File: src/design/css_pkg.sv
`default_nettype none
// ----------------------------------------------------------------------------
// css_pkg: shared definitions for the cursor sequence store
// Operation codes, cell control codes, transfer payload types and defaults.
// ----------------------------------------------------------------------------
package css_pkg;

	// Default sizes handed to the top level parameters.
	localparam int CAPACITY_DEFAULT    = 64;
	localparam int VALUE_WIDTH_DEFAULT = 64;

	// Fixed field widths of the transfer payloads.
	localparam int FIELD_W = 64;
	localparam int OP_W    = 4;
	localparam int INDEX_W = 6;
	localparam int COUNT_W = 7;

	// Number of cells merged by one node of the first gather stage.
	localparam int GROUP_SIZE = 8;

	// Operation codes.
	localparam logic [OP_W-1:0] OP_START        = 4'd0;
	localparam logic [OP_W-1:0] OP_END          = 4'd1;
	localparam logic [OP_W-1:0] OP_LAST         = 4'd2;
	localparam logic [OP_W-1:0] OP_ADVANCE      = 4'd3;
	localparam logic [OP_W-1:0] OP_RETREAT      = 4'd4;
	localparam logic [OP_W-1:0] OP_INSERT       = 4'd5;
	localparam logic [OP_W-1:0] OP_ATTACH       = 4'd6;
	localparam logic [OP_W-1:0] OP_REMOVE       = 4'd7;
	localparam logic [OP_W-1:0] OP_FRONT_INSERT = 4'd8;
	localparam logic [OP_W-1:0] OP_BACK_APPEND  = 4'd9;
	localparam logic [OP_W-1:0] OP_FRONT_REMOVE = 4'd10;
	localparam logic [OP_W-1:0] OP_READ         = 4'd11;

	// What every cell does with its entry in one cycle.
	localparam logic [1:0] CELL_HOLD   = 2'd0;
	localparam logic [1:0] CELL_INSERT = 2'd1;
	localparam logic [1:0] CELL_REMOVE = 2'd2;

	// Input item payload.
	typedef struct packed {
		logic [OP_W-1:0]    op;
		logic [FIELD_W-1:0] value;
		logic [INDEX_W-1:0] index;
	} css_item_t;

	// Result item payload.
	typedef struct packed {
		logic [FIELD_W-1:0] current_value;
		logic               current_valid;
		logic [COUNT_W-1:0] count;
		logic [FIELD_W-1:0] read_value;
		logic               error;
	} css_result_t;

	// Control broadcast from the controller to every cell.
	typedef struct packed {
		logic [1:0] kind;
		logic       cur_en;
		logic       rd_en;
	} css_cell_ctl_t;

endpackage
`default_nettype wire

File: src/design/css_cell.sv
`default_nettype none
// ----------------------------------------------------------------------------
// css_cell: one storage cell of the sequence row
// Holds one entry, takes a neighbour's entry when the row shifts and offers
// its entry to the gather tree when its position is selected.
// ----------------------------------------------------------------------------
module css_cell #(
	parameter int CAPACITY_ENTRIES = css_pkg::CAPACITY_DEFAULT,
	parameter int VALUE_WIDTH      = css_pkg::VALUE_WIDTH_DEFAULT,
	parameter int INDEX            = 0
) (
	input  wire logic                                  clk,
	input  wire css_pkg::css_cell_ctl_t                ctl,
	input  wire logic [$clog2(CAPACITY_ENTRIES+1)-1:0] upd_pos,
	input  wire logic [$clog2(CAPACITY_ENTRIES+1)-1:0] cur_pos,
	input  wire logic [css_pkg::INDEX_W-1:0]           rd_pos,
	input  wire logic [VALUE_WIDTH-1:0]                word,
	input  wire logic [VALUE_WIDTH-1:0]                left,
	input  wire logic [VALUE_WIDTH-1:0]                right,
	output logic      [VALUE_WIDTH-1:0]                entry,
	output logic      [VALUE_WIDTH-1:0]                cur_word,
	output logic      [VALUE_WIDTH-1:0]                rd_word
);
	import css_pkg::*;

	localparam int POS_W = $clog2(CAPACITY_ENTRIES + 1);
	localparam logic [POS_W-1:0]   HERE      = POS_W'(INDEX);
	localparam logic [INDEX_W-1:0] HERE_IDX  = INDEX_W'(INDEX);
	localparam bit                 IDX_REACH = INDEX < (1 << INDEX_W);

	logic [VALUE_WIDTH-1:0] entry_q;

	// Entry update: open a gap, close a gap or hold.
	always_ff @(posedge clk) begin
		case (ctl.kind)
			CELL_INSERT: begin
				if (HERE > upd_pos) begin
					entry_q <= left;
				end else if (HERE == upd_pos) begin
					entry_q <= word;
				end
			end
			CELL_REMOVE: begin
				if (HERE >= upd_pos) begin
					entry_q <= right;
				end
			end
			default: begin
			end
		endcase
	end

	assign entry = entry_q;

	// Gated contributions to the gather tree; unselected cells give zero.
	assign cur_word = (ctl.cur_en && (cur_pos == HERE)) ? entry_q : '0;
	assign rd_word  = (ctl.rd_en && IDX_REACH && (rd_pos == HERE_IDX)) ? entry_q : '0;

endmodule
`default_nettype wire

File: config.mk
export PLATFORM = sky130hd
export DESIGN_NAME = css_cell
export DESIGN_NICKNAME = d
export VERILOG_FILES = /design/src/design/css_pkg.sv /design/src/design/css_cell.sv
export SDC_FILE = /design/constraint.sdc
export NUM_CORES = 1
export LEC_CHECK = 0
export ABC_AREA = 1
export BUFFER_PORTS_ARGS = -buffer_cell sky130_fd_sc_hd__buf_2
export CORE_AREA = 2 2 160 162
export DETAILED_ROUTE_END_ITERATION = 6
export DIE_AREA = 0 0 162 164
export GPL_TIMING_DRIVEN = 0
export HOLD_SLACK_MARGIN = 0.06
export PLACE_DENSITY_LB_ADDON = 0.05
export SLEW_MARGIN = 15
export SYNTH_ARGS = -nofsm -noshare
export SYNTH_HDL_FRONTEND = slang
export SYNTH_SLANG_ARGS = --single-unit
File: constraint.sdc
create_clock -name clk -period 4.95 [get_ports clk]
set_input_delay 0.99 -clock clk [delete_from_list [all_inputs] [get_ports clk]]
set_output_delay 0.99 -clock clk [all_outputs]
set_load 0.1 [all_outputs]
---- Word-level counts from Yosys, hierarchy flattened ----
Index checks and enable logic that the tools add are counted.
word-level totals
  flip-flop bits (word level) ............. 64
  bits of input ports ..................... 217
  output and inout bits ................... 192
operators by class
  order comparisons ....................... 2
  equality and inequality tests ........... 4
  muxes and demuxes ....................... 6
  reductions and logical operators ........ 7
operator list
  kind                number
  $mux 64             5
  $pmux 64 s2         1
  $logic_not 7->1     2
  $ge 1x7->1 const A  1
  $gt 1x7->1 const A  1
  $logic_not 6->1     1
  $ne 3x3->1 const B  1
  $reduce_and 3->1    1
  $eq 2x1->1 const B  1
  $eq 2x2->1 const B  1
  $logic_and 1x1->1   2
  $ne 2x2->1 const B  1
  $reduce_bool 2->1   1

---- Depth between registers and ports, before layout ----
  depth after elaboration ................. 4
  mapped depth ............................ 6

---- Least setup slack after synthesis ----
No wires, ideal clock.
  path kind ............................... input -> register
  start point ............................. input ctl[3] (netlist bit)
  end point ............................... register entry_q[0], in the netlist entry[0], enable pin
  arrival time ............................ 3.942 ns
  path slack .............................. 0.521 ns
  cell stages on the path ................. 3
  path buffers ............................ 1
  cell sequence ........................... buf_4 -> xnor2_1 -> nor2_1
on the way
  cells in the longest elaborated chain, start to end .. 3
  elaborated cells between the ends (all ways) .. 6
  those cells by class .................... 4 x eq/ne; 2 x reduce/logical
RTL lines
  what                                                 RTL line        text
  from (decl)                                          css_cell.sv:13  input wire css_pkg::css_cell_ctl_t ctl,
  $eq 2x1->1 / $eq 2x2->1 (equally long branches)      css_cell.sv:35  case (ctl.kind)
  $ne 3x3->1 (no source line) (tied with other cells)  -
  $reduce_and 3->1 (no source line) *                  -
  to (signal assigned)                                 css_cell.sv:38  entry_q <= left;
  to (signal assigned)                                 css_cell.sv:40  entry_q <= word;
  to (signal assigned)                                 css_cell.sv:45  entry_q <= right;
  to (decl)                                            css_cell.sv:31  logic [VALUE_WIDTH-1:0] entry_q;
Every way passes the cells marked *; elsewhere a longest branch is shown, timed or not.
A chain may end at the register's enable or synchronous reset.

---- Final worst setup path ----
  start point ............................. input cur_pos[0]
  end point ............................... output cur_word[9]
on the way
  cells in the longest elaborated chain, start to end .. 3
RTL lines
  what               RTL line        text
  from (decl)        css_cell.sv:15  input wire logic [$clog2(CAPACITY_ENTRIES+1)-1:0] cur_pos,
  $logic_not 7->1    css_cell.sv:56  assign cur_word = (ctl.cur_en && (cur_pos == HERE)) ? entry_q : '0;
  $logic_and 1x1->1  css_cell.sv:56
  $mux 64            css_cell.sv:56
  to (decl)          css_cell.sv:21  output logic [VALUE_WIDTH-1:0] cur_word,
Every way passes these cells.

==> impl_metrics.json <==
{
  "initial_core_util_pct": 15.5,
  "cts.root.buffer_cell": "sky130_fd_sc_hd__clkbuf_16",
  "fin_nets": 1096,
  "synth.net_count": 738,
  "antenna_found_initial": 0,
  "netlist_area_sq_mm": 0.00385,
  "num_antenna_cells": 0,
  "p_per_area_mw_per_mm2": 232,
  "yosys_warnings": 0,
  "layout.filler_cells": 2853,
  "finalCoreUtilization_pct": 25.7,
  "cts.clk_slew.worst_paths_ps": 60,
  "postCtsResizedCells": 0,
  "final_min_period_over_clock_period_pct": 69.2,
  "maxSlewHeadroom_pct": 65.0,
  "post-route-min-period_ps": 3430,
  "maxSlewViolCount": 0,
  "place.detailed.instances": 1198,
  "finalWeightedCongestion": 0.727,
  "worstPathMaxFanout": 10,
  "cts_max_path_buffers": 2,
  "largest_reg_flops": 64,
  "most_common_cell_after_layout_fill_and_taps_aside": "sky130_fd_sc_hd__buf_2",
  "ys_seq_area_share_pct": 49.9,
  "largest_net_degree_at_the_start_of_global_routing": 25,
  "synth.avg_cell_area_sq_um": 7.39,
  "fmax_ghz": 0.292,
  "final_cells": 1213,
  "grt-ovfl-total": 0,
  "grt_first_pass_wirelength_mm": 25.8,
  "postCtsSetupRepairBufs": 0,
  "grt_pass1_vias": 4226,
  "cts_buffers": 9,
  "clock_sink_count": 64,
  "drive_gt1_share_pct": 44.8,
  "post_drt_via_cell_ratio": 3.70,
  "dieWidth_microns": 162,
  "cts_tree": "built",
  "dr_total_vias": 4494,
  "floorplan.core_area_sq_mm": 0.0248,
  "grt_setup_unrepaired": "false",
  "netlist.top_cell.by_area": "sky130_fd_sc_hd__edfxtp_1",
  "setup_viol": 0,
  "grt_use_total_pct": 13.1,
  "drt_first_pass_iters": 4,
  "portBuffers": 344,
  "hold_class": "in2reg",
  "fp.dieH_microns": 164,
  "post_synth_inst_count": 521,
  "layout_common_cells": "362 x sky130_fd_sc_hd__buf_2, 139 x sky130_fd_sc_hd__nand2_1, 133 x sky130_fd_sc_hd__nor2_1",
  "wire_per_inst_microns": 15.0,
  "boundaryPins": 409,
  "floorplan.rows": 58,
  "drc_errors": 0,
  "drtAntennaViolNets": 0,
  "postSynthRegisterBits": 64,
  "timing_worst_setup_path_type": "in2out",
  "initialDrtViolationCount": 170,
  "worst-slew-pin-transition_ps": 529,
  "timing_hold_violations_final": 0,
  "run_status": "finished clean",
  "power_leakage_nw": 3.82,
  "detailedPlacementHpwl_mm": 14.3,
  "clock_tree.htree_level_count": 3,
  "dieArea_sq_mm": 0.0266,
  "area_growth_syn_to_layout_pct": 65.4,
  "route.final.wire_length_mm": 18.2,
  "netlist-cell-type-count": 11,
  "synth_top_cell_area_share_pct": 49.9,
  "cp_data_arrival_time_ps": 2440,
  "max_cap_viol_count": 0,
  "critPathCaptureType": "primary output",
  "crit_path_start_kind": "input pin",
  "cp_data_required_time_ps": 3960,
  "netlist_top_cells_area": "sky130_fd_sc_hd__edfxtp_1 50%, sky130_fd_sc_hd__nand2_1 14%, sky130_fd_sc_hd__nor2_1 13%, sky130_fd_sc_hd__nand3_1 8.3%, sky130_fd_sc_hd__inv_1 8.1%",
  "post_cts_hold_buffer_count": 0,
  "power.ir.vdd_worst_mv": 0.123
}
## through the flow
stage	total power (W)	hold WS, ps	setup slack [ps]	cell area [sq um]	setup TNS [ps]
floorplan	0.000722	1170	521	3850	0
global placement	0.000810	1260	-1770	5990	-112820
detailed placement	0.000812	1260	1450	6070	0
CTS	0.00151	894	1440	6370	0
global route	0.00155	904	1350	6370	0
finish	0.00148	914	1520	6370	0
## cells in the mapped netlist
master and n:
sky130_fd_sc_hd__buf_2 18, sky130_fd_sc_hd__buf_4 2, sky130_fd_sc_hd__buf_6 12, sky130_fd_sc_hd__edfxtp_1 64, sky130_fd_sc_hd__inv_1 83, sky130_fd_sc_hd__nand2_1 139
sky130_fd_sc_hd__nand2_2 3, sky130_fd_sc_hd__nand3_1 64, sky130_fd_sc_hd__nor2_1 134, sky130_fd_sc_hd__nor2_2 1, sky130_fd_sc_hd__xnor2_1 1
## kinds of logic after synthesis
| family | Yosys count | share of synthesized area [%] |
|---|---|---|
| simple gates | 341 | 35.6 |
| flops | 64 | 49.9 |
| buf+inv | 115 | 14.3 |
| xor+xnor | 1 | 0.227 |
## critical path, stage by stage
cell	delay, ps
sky130_fd_sc_hd__buf_2	90
sky130_fd_sc_hd__inv_1	40
sky130_fd_sc_hd__nand2_1	50
sky130_fd_sc_hd__nor2_1	150
sky130_fd_sc_hd__nand2_2	280
sky130_fd_sc_hd__buf_6	260
sky130_fd_sc_hd__nor2_1	120
sky130_fd_sc_hd__buf_2	450
## cell type report
class	count	area, sq um	share of cell area (%)
multi-input cells	342	1390	21.8
clock buffers	10	229	3.59
flip-flops and latches	64	1920	30.2
inverters	83	312	4.89
clock inverters	5	72.6	1.14
repair buffers	347	1800	28.2
plain buffers	32	240	3.77
well taps	330	413	6.48
## routing by layer
layer	vias to the layer above	GRT usage, %	share of wire [%]
met1	2006	15.7	40
met5	-	0	0
met2	176	23.2	52
met3	11	3.81	7.0
li1	2301	-	-
met4	0	3.14	0.83
## report_power, final
part	total [W]	leakage, nW	internal (W)	switching (W)
Clock	0.000681	0.147	0.000434	0.000247
Sequential	0.000605	0.561	0.000604	0.00000126
Combinational	0.000191	3.11	0.0000758	0.000116
Total	0.00148	3.82	0.00111	0.000364
## worst paths after layout
check / cells after the start / to / slack [ps] / from
worst max-delay path: 8 / cur_word[9] / 1520 / cur_pos[0]
worst min-delay path: 3 / entry[48] / 910 / word[48]
Note: power is estimated with default switching activity, not from simulation.
