--- config.mk ---
export PLATFORM = sky130hd
export DESIGN_NAME = css_ctrl
export DESIGN_NICKNAME = d
export VERILOG_FILES = /design/src/design/css_pkg.sv /design/src/design/css_ctrl.sv
export SDC_FILE = /design/constraint.sdc
export NUM_CORES = 1
export LEC_CHECK = 0
export BUFFER_PORTS_ARGS = -buffer_cell sky130_fd_sc_hd__buf_2
export CORE_MARGIN = 4
export CORE_UTILIZATION = 43
export CTS_BUF_LIST = sky130_fd_sc_hd__clkbuf_4 sky130_fd_sc_hd__clkbuf_8
export CTS_CLUSTER_SIZE = 16
export DETAILED_ROUTE_END_ITERATION = 7
export PLACE_DENSITY = 0.79
export SLEW_MARGIN = 20
export SYNTH_ARGS = -nofsm -noshare
export SYNTH_HDL_FRONTEND = slang
export SYNTH_SLANG_ARGS = --single-unit
--- constraint.sdc ---
create_clock -name clk -period 3.8 [get_ports clk]
set_input_delay 0.76 -clock clk [delete_from_list [all_inputs] [get_ports clk]]
set_output_delay 0.76 -clock clk [all_outputs]
set_load 0.1 [all_outputs]
--- src/design/css_pkg.sv ---
`default_nettype none
// ----------------------------------------------------------------------------
// css_pkg: shared definitions for the cursor sequence store
// Operation codes, cell control codes, transfer payload types and defaults.
// ----------------------------------------------------------------------------
package css_pkg;

	// Default sizes handed to the top level parameters.
	localparam int CAPACITY_DEFAULT    = 64;
	localparam int VALUE_WIDTH_DEFAULT = 64;

	// Fixed field widths of the transfer payloads.
	localparam int FIELD_W = 64;
	localparam int OP_W    = 4;
	localparam int INDEX_W = 6;
	localparam int COUNT_W = 7;

	// Number of cells merged by one node of the first gather stage.
	localparam int GROUP_SIZE = 8;

	// Operation codes.
	localparam logic [OP_W-1:0] OP_START        = 4'd0;
	localparam logic [OP_W-1:0] OP_END          = 4'd1;
	localparam logic [OP_W-1:0] OP_LAST         = 4'd2;
	localparam logic [OP_W-1:0] OP_ADVANCE      = 4'd3;
	localparam logic [OP_W-1:0] OP_RETREAT      = 4'd4;
	localparam logic [OP_W-1:0] OP_INSERT       = 4'd5;
	localparam logic [OP_W-1:0] OP_ATTACH       = 4'd6;
	localparam logic [OP_W-1:0] OP_REMOVE       = 4'd7;
	localparam logic [OP_W-1:0] OP_FRONT_INSERT = 4'd8;
	localparam logic [OP_W-1:0] OP_BACK_APPEND  = 4'd9;
	localparam logic [OP_W-1:0] OP_FRONT_REMOVE = 4'd10;
	localparam logic [OP_W-1:0] OP_READ         = 4'd11;

	// What every cell does with its entry in one cycle.
	localparam logic [1:0] CELL_HOLD   = 2'd0;
	localparam logic [1:0] CELL_INSERT = 2'd1;
	localparam logic [1:0] CELL_REMOVE = 2'd2;

	// Input item payload.
	typedef struct packed {
		logic [OP_W-1:0]    op;
		logic [FIELD_W-1:0] value;
		logic [INDEX_W-1:0] index;
	} css_item_t;

	// Result item payload.
	typedef struct packed {
		logic [FIELD_W-1:0] current_value;
		logic               current_valid;
		logic [COUNT_W-1:0] count;
		logic [FIELD_W-1:0] read_value;
		logic               error;
	} css_result_t;

	// Control broadcast from the controller to every cell.
	typedef struct packed {
		logic [1:0] kind;
		logic       cur_en;
		logic       rd_en;
	} css_cell_ctl_t;

endpackage
`default_nettype wire

--- src/design/css_ctrl.sv ---
`default_nettype none
// ----------------------------------------------------------------------------
// css_ctrl: cursor and count controller
// Decodes each accepted item, checks its precondition, drives the cell row
// and keeps the cursor, the count and the status of the last operation.
// ----------------------------------------------------------------------------
module css_ctrl #(
	parameter int CAPACITY_ENTRIES = css_pkg::CAPACITY_DEFAULT
) (
	input  wire logic                                  clk,
	input  wire logic                                  arst_n,
	input  wire logic                                  fire,
	input  wire css_pkg::css_item_t                    item,
	output css_pkg::css_cell_ctl_t                     ctl,
	output logic      [$clog2(CAPACITY_ENTRIES+1)-1:0] upd_pos,
	output logic      [$clog2(CAPACITY_ENTRIES+1)-1:0] cursor,
	output logic      [$clog2(CAPACITY_ENTRIES+1)-1:0] count,
	output logic      [css_pkg::INDEX_W-1:0]           rd_pos,
	output logic                                       error
);
	import css_pkg::*;

	localparam int POS_W = $clog2(CAPACITY_ENTRIES + 1);
	localparam int IW    = (POS_W > INDEX_W) ? POS_W : INDEX_W;
	localparam logic [POS_W-1:0] CAP_POS  = POS_W'(CAPACITY_ENTRIES);
	localparam logic [POS_W-1:0] LAST_POS = POS_W'(CAPACITY_ENTRIES - 1);

	logic [POS_W-1:0]   cursor_q, count_q;
	logic [INDEX_W-1:0] rd_pos_q;
	logic               error_q, rd_en_q;

	logic [POS_W-1:0] cursor_n, count_n, pos_n;
	logic [1:0]       kind_n;
	logic             error_n, rd_en_n, has_cur, full;

	// Operation decode and precondition checks.
	always_comb begin
		cursor_n = cursor_q;
		count_n  = count_q;
		pos_n    = '0;
		kind_n   = CELL_HOLD;
		error_n  = 1'b0;
		rd_en_n  = 1'b0;
		has_cur  = cursor_q < count_q;
		full     = count_q == CAP_POS;
		case (item.op)
			OP_START: begin
				cursor_n = '0;
			end
			OP_END: begin
				cursor_n = count_q;
			end
			OP_LAST: begin
				cursor_n = LAST_POS;
			end
			OP_ADVANCE: begin
				if (has_cur) cursor_n = cursor_q + 1'b1;
				else error_n = 1'b1;
			end
			OP_RETREAT: begin
				if (cursor_q != '0) cursor_n = cursor_q - 1'b1;
				else error_n = 1'b1;
			end
			OP_INSERT: begin
				if (full) begin
					error_n = 1'b1;
				end else begin
					pos_n    = has_cur ? cursor_q : '0;
					cursor_n = pos_n;
					count_n  = count_q + 1'b1;
					kind_n   = CELL_INSERT;
				end
			end
			OP_ATTACH: begin
				if (full) begin
					error_n = 1'b1;
				end else begin
					pos_n    = has_cur ? cursor_q + 1'b1 : count_q;
					cursor_n = pos_n;
					count_n  = count_q + 1'b1;
					kind_n   = CELL_INSERT;
				end
			end
			OP_REMOVE: begin
				if (has_cur) begin
					pos_n   = cursor_q;
					count_n = count_q - 1'b1;
					kind_n  = CELL_REMOVE;
				end else begin
					error_n = 1'b1;
				end
			end
			OP_FRONT_INSERT: begin
				if (full) begin
					error_n = 1'b1;
				end else begin
					pos_n    = '0;
					cursor_n = '0;
					count_n  = count_q + 1'b1;
					kind_n   = CELL_INSERT;
				end
			end
			OP_BACK_APPEND: begin
				if (full) begin
					error_n = 1'b1;
				end else begin
					pos_n    = count_q;
					cursor_n = count_q;
					count_n  = count_q + 1'b1;
					kind_n   = CELL_INSERT;
				end
			end
			OP_FRONT_REMOVE: begin
				if (has_cur) begin
					pos_n    = '0;
					cursor_n = '0;
					count_n  = count_q - 1'b1;
					kind_n   = CELL_REMOVE;
				end else begin
					error_n = 1'b1;
				end
			end
			OP_READ: begin
				if (IW'(item.index) < IW'(count_q)) rd_en_n = 1'b1;
				else error_n = 1'b1;
			end
			default: begin
				error_n = 1'b1;
			end
		endcase
	end

	// State update on each accepted transfer.
	always_ff @(posedge clk or negedge arst_n) begin
		if (!arst_n) begin
			cursor_q <= '0;
			count_q  <= '0;
			error_q  <= 1'b0;
			rd_en_q  <= 1'b0;
		end else if (fire) begin
			cursor_q <= cursor_n;
			count_q  <= count_n;
			error_q  <= error_n;
			rd_en_q  <= rd_en_n;
		end
	end

	// Read position is payload only.
	always_ff @(posedge clk) begin
		if (fire) rd_pos_q <= item.index;
	end

	// Row control: shifts act at the transfer edge, selects use stored state.
	assign ctl.kind   = fire ? kind_n : CELL_HOLD;
	assign ctl.cur_en = cursor_q < count_q;
	assign ctl.rd_en  = rd_en_q;
	assign upd_pos    = pos_n;
	assign cursor     = cursor_q;
	assign count      = count_q;
	assign rd_pos     = rd_pos_q;
	assign error      = error_q;

endmodule
`default_nettype wire

; ---- Word level (Yosys, flattened, before mapping)
; Cells that the tools add are included.
; W data, S select, Z words.
[word_totals]
reg_bits = 22
word_cells = 70
[op_classes]
addsub = 4
magnitude_cmp = 2
eq_ne = 21
mux = 28
reduce_logical = 10
[ops]
columns = op, n
row1 = $mux W7, 14
row2 = $pmux W7 S10, 1
row3 = $pmux W7 S4, 1
row4 = $eq A4 B3 Y1 const B, 4
row5 = $eq A4 B4 Y1 const B, 4
row6 = $ne A2 B2 Y1 const B, 8
row7 = $add A7 B1 Y7 const B, 2
row8 = $pmux W7 S2, 1
row9 = $sub A7 B1 Y7 const B, 2
row10 = $reduce_bool A10 Y1, 1
row11 = $reduce_and A9 Y1, 1
row12 = $eq A4 B2 Y1 const B, 2
row13 = $eq A7 B7 Y1 const B, 1
row14 = $lt A6 B7 Y1, 1
row15 = $lt A7 B7 Y1, 1
row16 = $mux W1, 7
row17 = $reduce_bool A7 Y1, 1
row18 = $reduce_or A3 Y1, 2
row19 = $pmux W1 S5, 1
row20 = $eq A4 B1 Y1 const B, 1
row21 = $logic_not A4 Y1, 1
row22 = $mux W2, 2
row23 = $pmux W2 S2, 1
row24 = $reduce_and A4 Y1, 1
row25 = other kinds (4), 4

; ---- Longest topological paths before layout
; Gate-level depths: netlist of run 1.
[logic_depth]
word_depth = 4
depth_mapped = 11

; ---- Least setup slack after synthesis of run 1
; OpenSTA, ideal clock, no wires.
[synth_timing]
kind = register to output
start = register count_q[4] (netlist: count[4])
end = output upd_pos[4]
arrival_time_ns = 4.449
setup_slack_ns = -1.409
path_stages_with_launch = 11
n_path_buf = 2
cell_sequence = dfrtp_1 inv_1 ha_1 a21o_1 a211o_1 a41oi_2 or2_1 clkbuf_1 buf_2 a22oi_1 o221ai_1
[synth_via]
elab_chain_len = 4
elab_cells_between_ends = 8
cone_classes = order compare: 1 / eq/ne: 1 / mux: 6
[synth_rtl]
columns = item, line
row1 = from (decl), css_ctrl.sv:28  ; logic [POS_W-1:0] cursor_q, count_q;
row2 = from (signal assigned), css_ctrl.sv:142  ; count_q <= count_n;
row3 = $lt A7 B7 Y1 (*), css_ctrl.sv:44  ; has_cur = cursor_q < count_q;
row4 = via has_cur, css_ctrl.sv:34  ; logic error_n, rd_en_n, has_cur, full;
row5 = $mux W7 (on tied branches), "css_ctrl.sv:78, css_ctrl.sv:68, css_ctrl.sv:85"
row6 = $mux W7 (on tied branches), "css_ctrl.sv:75, css_ctrl.sv:65"
row7 = $pmux W7 S4 (*), css_ctrl.sv:46  ; case (item.op)
row8 = to (decl), css_ctrl.sv:15  ; output logic [$clog2(CAPACITY_ENTRIES+1)-1:0] upd_pos,
; Mark *: on every way through the listed nets, which the timed path passes. The rest lies on a longest branch.

; ---- Final worst setup path of run 1
[layout_timing]
start = register count_q[4] (netlist: count[4])
end = output upd_pos[2]
[layout_via]
elab_chain_len = 4
elab_cells_between_ends = 8
cone_classes = order compare: 1 / eq/ne: 1 / mux: 6
[layout_rtl]
columns = item, line
row1 = $lt A7 B7 Y1, css_ctrl.sv:44
row2 = $mux W7 (on tied branches), "css_ctrl.sv:78, css_ctrl.sv:68, css_ctrl.sv:85"
row3 = $mux W7 (on tied branches), "css_ctrl.sv:75, css_ctrl.sv:65"
row4 = $pmux W7 S4 (*), css_ctrl.sv:46
; Mark *: on every way between the ends. The rest lies on a longest branch, timed or not.

==> reports/summary.txt, run 1 <==
Post-route cell area -> 2958 um2
Worst slew pin tran -> 0.7664 ns
Worst vdd ir -> 480.0 uV
Count leader, synth -> nand2_1
CP Class -> reg2out
Asr flop ratio synth -> 72.73%
MaxCap Viol Count -> 0
DRT iter0 DRCs -> 285
Share of the synthesized area in the top cell type -> 17.55%
Clk Latency, worst-skew pair -> 0.27 ns
Gr ovfl total -> 0
Final Hold Viols -> 0
Clock share of power -> 8.9%
Drt total wl -> 7.359 mm
Setup violations, final -> 0
Avg WL per Cell -> 19.42 um
Core Box Area -> 5140 um2
Dpl cells -> 375
Worst setup EP type -> primary output
Global router's overall resource usage -> 23.90%
Die width -> 80.83 um
Largest net degree at the start of global routing -> 18
Post-route antenna net violation count -> 0
Flop pwr share -> 20.1%
Max Clk Rate -> 277.0 MHz
CTS sink cnt -> 22
Net Switching -> 1.577 mW
Post-DP HPWL -> 5.574 mm
First-pass GRT wire length -> 12.23 mm
DR vias -> 2351
Vias in the first global route -> 2356
Initial antenna violation count -> 0
Clk buf depth -> 2
CTS Buf Count -> 3
Net Sw Frac -> 61.30%
CTS tree -> yes
Crit share post-route -> 95.00%
Cell leakage power -> 1.258 nW
Pre-CTS WS -> 0.4101 ns
DIE HEIGHT -> 80.83 um
Post-synth EDFFs -> 6
Row Count -> 26
Final Util -> 57.55%
Fraction of layout cells with a size suffix above 1 -> 32.04%
Sequential share of the synthesized area -> 25.45%
Hold-fix buffers, CTS -> 0
Synth Flop Type -> dfrtp_1
Setup ws final -> 0.1899 ns
Vias per std cell -> 6.203
DRC viols -> 0
Mapped Area -> 2281 um2
Cell count after synthesis -> 265
Root buffer selected by CTS -> clkbuf_8
DR pass1 iterations -> 5
I/O pins -> 109
Clock period minus worst slack -> 3.610 ns
Most frequent cells after synthesis -> nand2_1, ha_1, inv_1
Dpl cell area -> 2884 um2
Startpoint Class -> register
Worst Path Arrival -> 2.85 ns
Internal Power -> 0.9956 mW
Non-filler instance count after layout -> 379
RSZ-0062 raised after global routing -> no
Critical Path Fanout Max -> 7
Post-synthesis register bit count -> 22
Combinational share of power -> 71.0%
Final Skew -> 0.007503 ns
CP Data Required Time -> 3.04 ns
Top post-synthesis cells by area -> dfrtp_1, ha_1, edfxtp_1
Clock edge transition at the registers on the reported setup and hold paths -> 0.09 ns
Hold slack -> 0.4116 ns
Status -> finished, final reports clean
Post-Syn Area per Cell -> 8.607 um2
Mapped Nets -> 361
Synth warn -> 0
Largest area contributor in the netlist -> dfrtp_1
Cell variety after synth -> 67
Total Power -> 2.573 mW
Starting density of the core -> 44.38%
Pwr dens -> 869.8 nW/um2
Placer Congestion -> 1.038
Die area -> 6533 um2
H-Tree Depth -> 1
Hold Crit Class -> in2async
Antenna diodes -> 0
Area grow syn2layout -> 29.68%
Final nets -> 406
IO buf count -> 44
Final count of pins violating max slew -> 0
Slew HR -> 48.51%
Setup TNS -> 0 ns
cell type report:
cell class	count	area, um2
Clock buffer	3	41.29
Clock inverter	1	30.03
Fill cell	484	2182
Inverter	18	70.07
Multi-Input combinational cell	208	1677
Sequential cell	22	614.3
Tap cell	70	87.58
Timing Repair Buffer	57	437.9
worst max-delay path, stage by stage (launching register included):
cell	delay, ns
dfrtp_4	0.56
inv_4	0.10
ha_4	0.20
a21o_1	0.15
a211o_1	0.26
a41oi_2	0.28
or2_4	0.23
nand4_1	0.13
buf_4	0.23
o221ai_4	0.24
buf_12	0.21
path summary, 6_finish.rpt:
path	from	endpoint	slack (ns)	depth (start not counted)
worst max-delay path	count[4]	upd_pos[2]	0.19	10
worst min register to register	error	error	0.52	1
min in group clk	error	error	0.52	1
max in group asynchronous	arst_n	cursor[4]	3.04	1
worst max register to register	count[5]	cursor[4]	1.20	6
worst min-delay path	arst_n	count[5]	0.41	1
flip-flops by register name, indices dropped and copies added, names as in the netlist:
register,flops
count,7
cursor,7
error,1
rd_en_q,1
rd_pos,6
kinds of logic (layout without fill, tap and decap cells):
logic type,after synthesis,count (layout),synth area share (%)
multiplexers,5,5,2.413
buffers and inverters,35,79,7.076
XOR/XNOR,14,14,5.375
adder cells (fa/ha/maj),20,20,11.19
flip-flops,22,22,25.45
AO/OA/AOI/OAI,85,85,27.92
AND/OR/NAND/NOR,84,84,20.57
power groups by stage:
stage / Clock [mW] / Sequential (mW) / Combinational, mW
floorplan: 0 / 0.975 / 0.965
global placement: 0 / 0.518 / 1.76
detailed placement: 0 / 0.516 / 1.80
CTS: 0.229 / 0.513 / 1.81
global route: 0.241 / 0.531 / 1.94
finish: 0.228 / 0.517 / 1.83
cell usage in the layout (no fill, tap or decap), drive strengths merged, types with 5 or more instances in the layout:
cell type,instances
dfrtp,16
and3,5
and2,5
a22oi,11
buf,57
ha,18
xnor2,10
a21o,5
nand2,20
o221ai,8
nor2,12
o21ai,15
inv,18
a21oi,9
nor3,11
nand3,7
nor2b,7
edfxtp,6
per-layer routing:
layer,share of wire (%),global-route usage [%]
met1,44,33.02
met2,46,39.16
met3,8.5,4.213
met4,1.4,4.730
met5,0,0
timing repair:
item / in CTS / in global routing
resized for setup: 0 / 1
buffers inserted: 0 / 0
endpoints found under the setup margin: 0 / 7
Note: power is estimated with default switching activity, not from simulation.
==> run 2, diff against run 1 <==
CORE_UTILIZATION = 47   (was 43)
CTS_BUF_LIST = sky130_fd_sc_hd__clkbuf_8 sky130_fd_sc_hd__clkbuf_16   (was sky130_fd_sc_hd__clkbuf_4 sky130_fd_sc_hd__clkbuf_8)
PLACE_DENSITY = 0.85   (was 0.79)
==> run 2 against run 1 <==
  * Non-clock buffer count is 4 lower
  * Die area decreased by 7.7%
  * Register-to-register slack worse by 0.05 ns
  * Via count down 1.3%
  * Global-route usage is 0.37 points higher
  * Utilization grew 4.4 points
  * Worst hold slack worse by 0.013 ns
  * Final cell count is 1.8% lower
  * Clock-buffer cell count unchanged
  * Sequential cell count did not move
  * Highest routed layer unchanged
==> reports/summary.txt, run 2 (synthesis gave the netlist of run 1 again) <==
Post-DP HPWL -> 5.435 mm (was 5.574 mm)
Worst vdd ir -> 522.4 uV (was 480.0 uV)
Vias in the first global route -> 2254 (was 2356)
Final nets -> 402 (was 406)
Net Switching -> 1.588 mW (was 1.577 mW)
DIE HEIGHT -> 77.67 um (was 80.83 um)
DR pass1 iterations -> 5 (unchanged)
Hold-fix buffers, CTS -> 0 (unchanged)
Worst slew pin tran -> 0.5501 ns (was 0.7664 ns)
Clk Latency, worst-skew pair -> 0.27 ns (about the same)
Status -> finished, final reports clean (unchanged)
Fillcell total -> 400 (was 484)
Gr ovfl total -> 0 (unchanged)
Worst Path Arrival -> 2.89 ns (was 2.85 ns)
Most frequent cells in the layout -> buf_2, nand2_1, ha_1, inv_1, o21ai_0 (unchanged)
CTS Buf Count -> 3 (unchanged)
Root buffer selected by CTS -> clkbuf_8 (unchanged)
Clk buf depth -> 2 (unchanged)
Max Clk Rate -> 274.3 MHz (was 277.0 MHz)
Placer Congestion -> 0.9685 (was 1.038)
Global router's overall resource usage -> 24.27% (was 23.90%)
Setup ws final -> 0.1549 ns (was 0.1899 ns)
Clock edge transition at the registers on the reported setup and hold paths -> 0.08 ns (was 0.09 ns)
Slew HR -> 63.05% (was 48.51%)
IO buf count -> 44 (unchanged)
DR vias -> 2320 (was 2351)
CP Data Required Time -> 3.04 ns (about the same)
Critical Path Fanout Max -> 7 (unchanged)
Pre-CTS WS -> 0.4077 ns (was 0.4101 ns)
RSZ-0062 raised after global routing -> no (unchanged)
Post_cts resized -> 0 (unchanged)
CP Class -> reg2out (unchanged)
Area grow syn2layout -> 28.20% (was 29.68%)
Clock period minus worst slack -> 3.645 ns (was 3.610 ns)
Pwr dens -> 880.0 nW/um2 (was 869.8 nW/um2)
Postcts setup bufs -> 0 (unchanged)
DRC viols -> 0 (unchanged)
Die area -> 6032 um2 (was 6533 um2)
Core Box Area -> 4723 um2 (was 5140 um2)
Final Skew -> 0.005840 ns (was 0.007503 ns)
Post-route antenna net violation count -> 0 (unchanged)
Avg WL per Cell -> 19.15 um (was 19.42 um)
I/O pins -> 109 (unchanged)
Flop pwr share -> 21.4% (was 20.1%)
H-Tree Depth -> 1 (unchanged)
Setup violations, final -> 0 (unchanged)
CTS tree -> yes (unchanged)
Largest net degree at the start of global routing -> 19 (was 18)
Antenna diodes -> 0 (unchanged)
Hold Crit Class -> in2async (unchanged)
Cell leakage power -> 1.240 nW (was 1.258 nW)
CTS sink cnt -> 22 (unchanged)
First-pass GRT wire length -> 11.69 mm (was 12.23 mm)
Combinational share of power -> 70.1% (was 71.0%)
Startpoint Class -> register (unchanged)
Final count of pins violating max slew -> 0 (unchanged)
Final Hold Viols -> 0 (unchanged)
Vias per std cell -> 6.237 (was 6.203)
Fraction of layout cells with a size suffix above 1 -> 31.15% (was 32.04%)
Worst setup EP type -> primary output (unchanged)
Internal Power -> 0.9849 mW (was 0.9956 mW)
Clock share of power -> 8.6% (was 8.9%)
Non-filler instance count after layout -> 372 (was 379)
Die width -> 77.67 um (was 80.83 um)
Reg area -> 614.3 um2 (unchanged)
Starting density of the core -> 48.29% (was 44.38%)
Net Sw Frac -> 61.72% (was 61.30%)
Commonest non-fill, non-tap cell in the layout -> buf_2 (unchanged)
Initial antenna violation count -> 0 (unchanged)
MaxCap Viol Count -> 0 (unchanged)
Total Power -> 2.573 mW (about the same)
DRT iter0 DRCs -> 191 (was 285)
Area of the multi-input gates -> 1677 um2 (unchanged)
Dpl cells -> 368 (was 375)
Drt total wl -> 7.125 mm (was 7.359 mm)
Crit share post-route -> 95.92% (was 95.00%)
Row Count -> 25 (was 26)
==> run 2: cell count changes in the layout (fill, tap and decap cells not counted), sizes merged <==
cell / delta
buf: -4
==> run 2: layer usage <==
metal / up-vias / track usage (%) / share of wire, %
met5: - / 0 / 0
met4: 0 / 7.473 / 1.7
met3: 12 / 3.016 / 6.9
met2: 96 / 39.55 / 48
met1: 1127 / 33.33 / 44
li1: 1085 / - / -
==> run 2: per-stage QoR <==
step                      cell area, um2  TNS, ns  hold slack [ns]  utilization [%]
after floorplan                     2455   -1.751           0.4644                -
after global placement              2850        0           0.4801            60.34
after detailed placement            2850        0           0.4881            60.34
after CTS                           2922        0           0.4115            61.85
after global routing                2924        0           0.4214            61.91
final                               2924        0           0.3989            61.91
==> run 2: final cells by class <==
| type | instances | area share, % |
|---|---|---|
| inverter | 18 | 2.396 |
| timing repair buffer | 53 | 13.95 |
| tap | 67 | 2.867 |
| multi-input combinational | 208 | 57.34 |
| sequential | 22 | 21.01 |
| clock buffer | 3 | 1.412 |
| clock inverter | 1 | 1.027 |
==> run 2: worst max-delay path, cell delays in order, from the launching register on <==
cell and delay, ns:
dfrtp_4 0.55, inv_4 0.10, ha_4 0.20, a21o_1 0.16, a211o_1 0.27, a41oi_2 0.32
or2_4 0.23, nand4_1 0.10, buf_4 0.23, o221ai_4 0.24, buf_12 0.21
==> run 2: worst paths after layout <==
path                            startpoint         end  slack [ns]  cells after the start
worst max-delay path              count[4]  upd_pos[4]        0.15                     10
worst max register to register   cursor[0]   cursor[5]        1.15                      8
worst min-delay path                arst_n    count[2]        0.40                      1
max in group asynchronous           arst_n    count[5]        3.09                      1
worst min register to register       error       error        0.51                      1
min in group clk                     error       error        0.51                      1
==> run 2: power by group through the flow <==
stage | combinational (mW) | sequential (mW) | clock (mW)
after floorplan | 0.965 | 0.975 | 0
after global placement | 1.74 | 0.550 | 0
after detailed placement | 1.78 | 0.548 | 0
after CTS | 1.78 | 0.544 | 0.224
after global routing | 1.90 | 0.564 | 0.237
final | 1.80 | 0.550 | 0.221
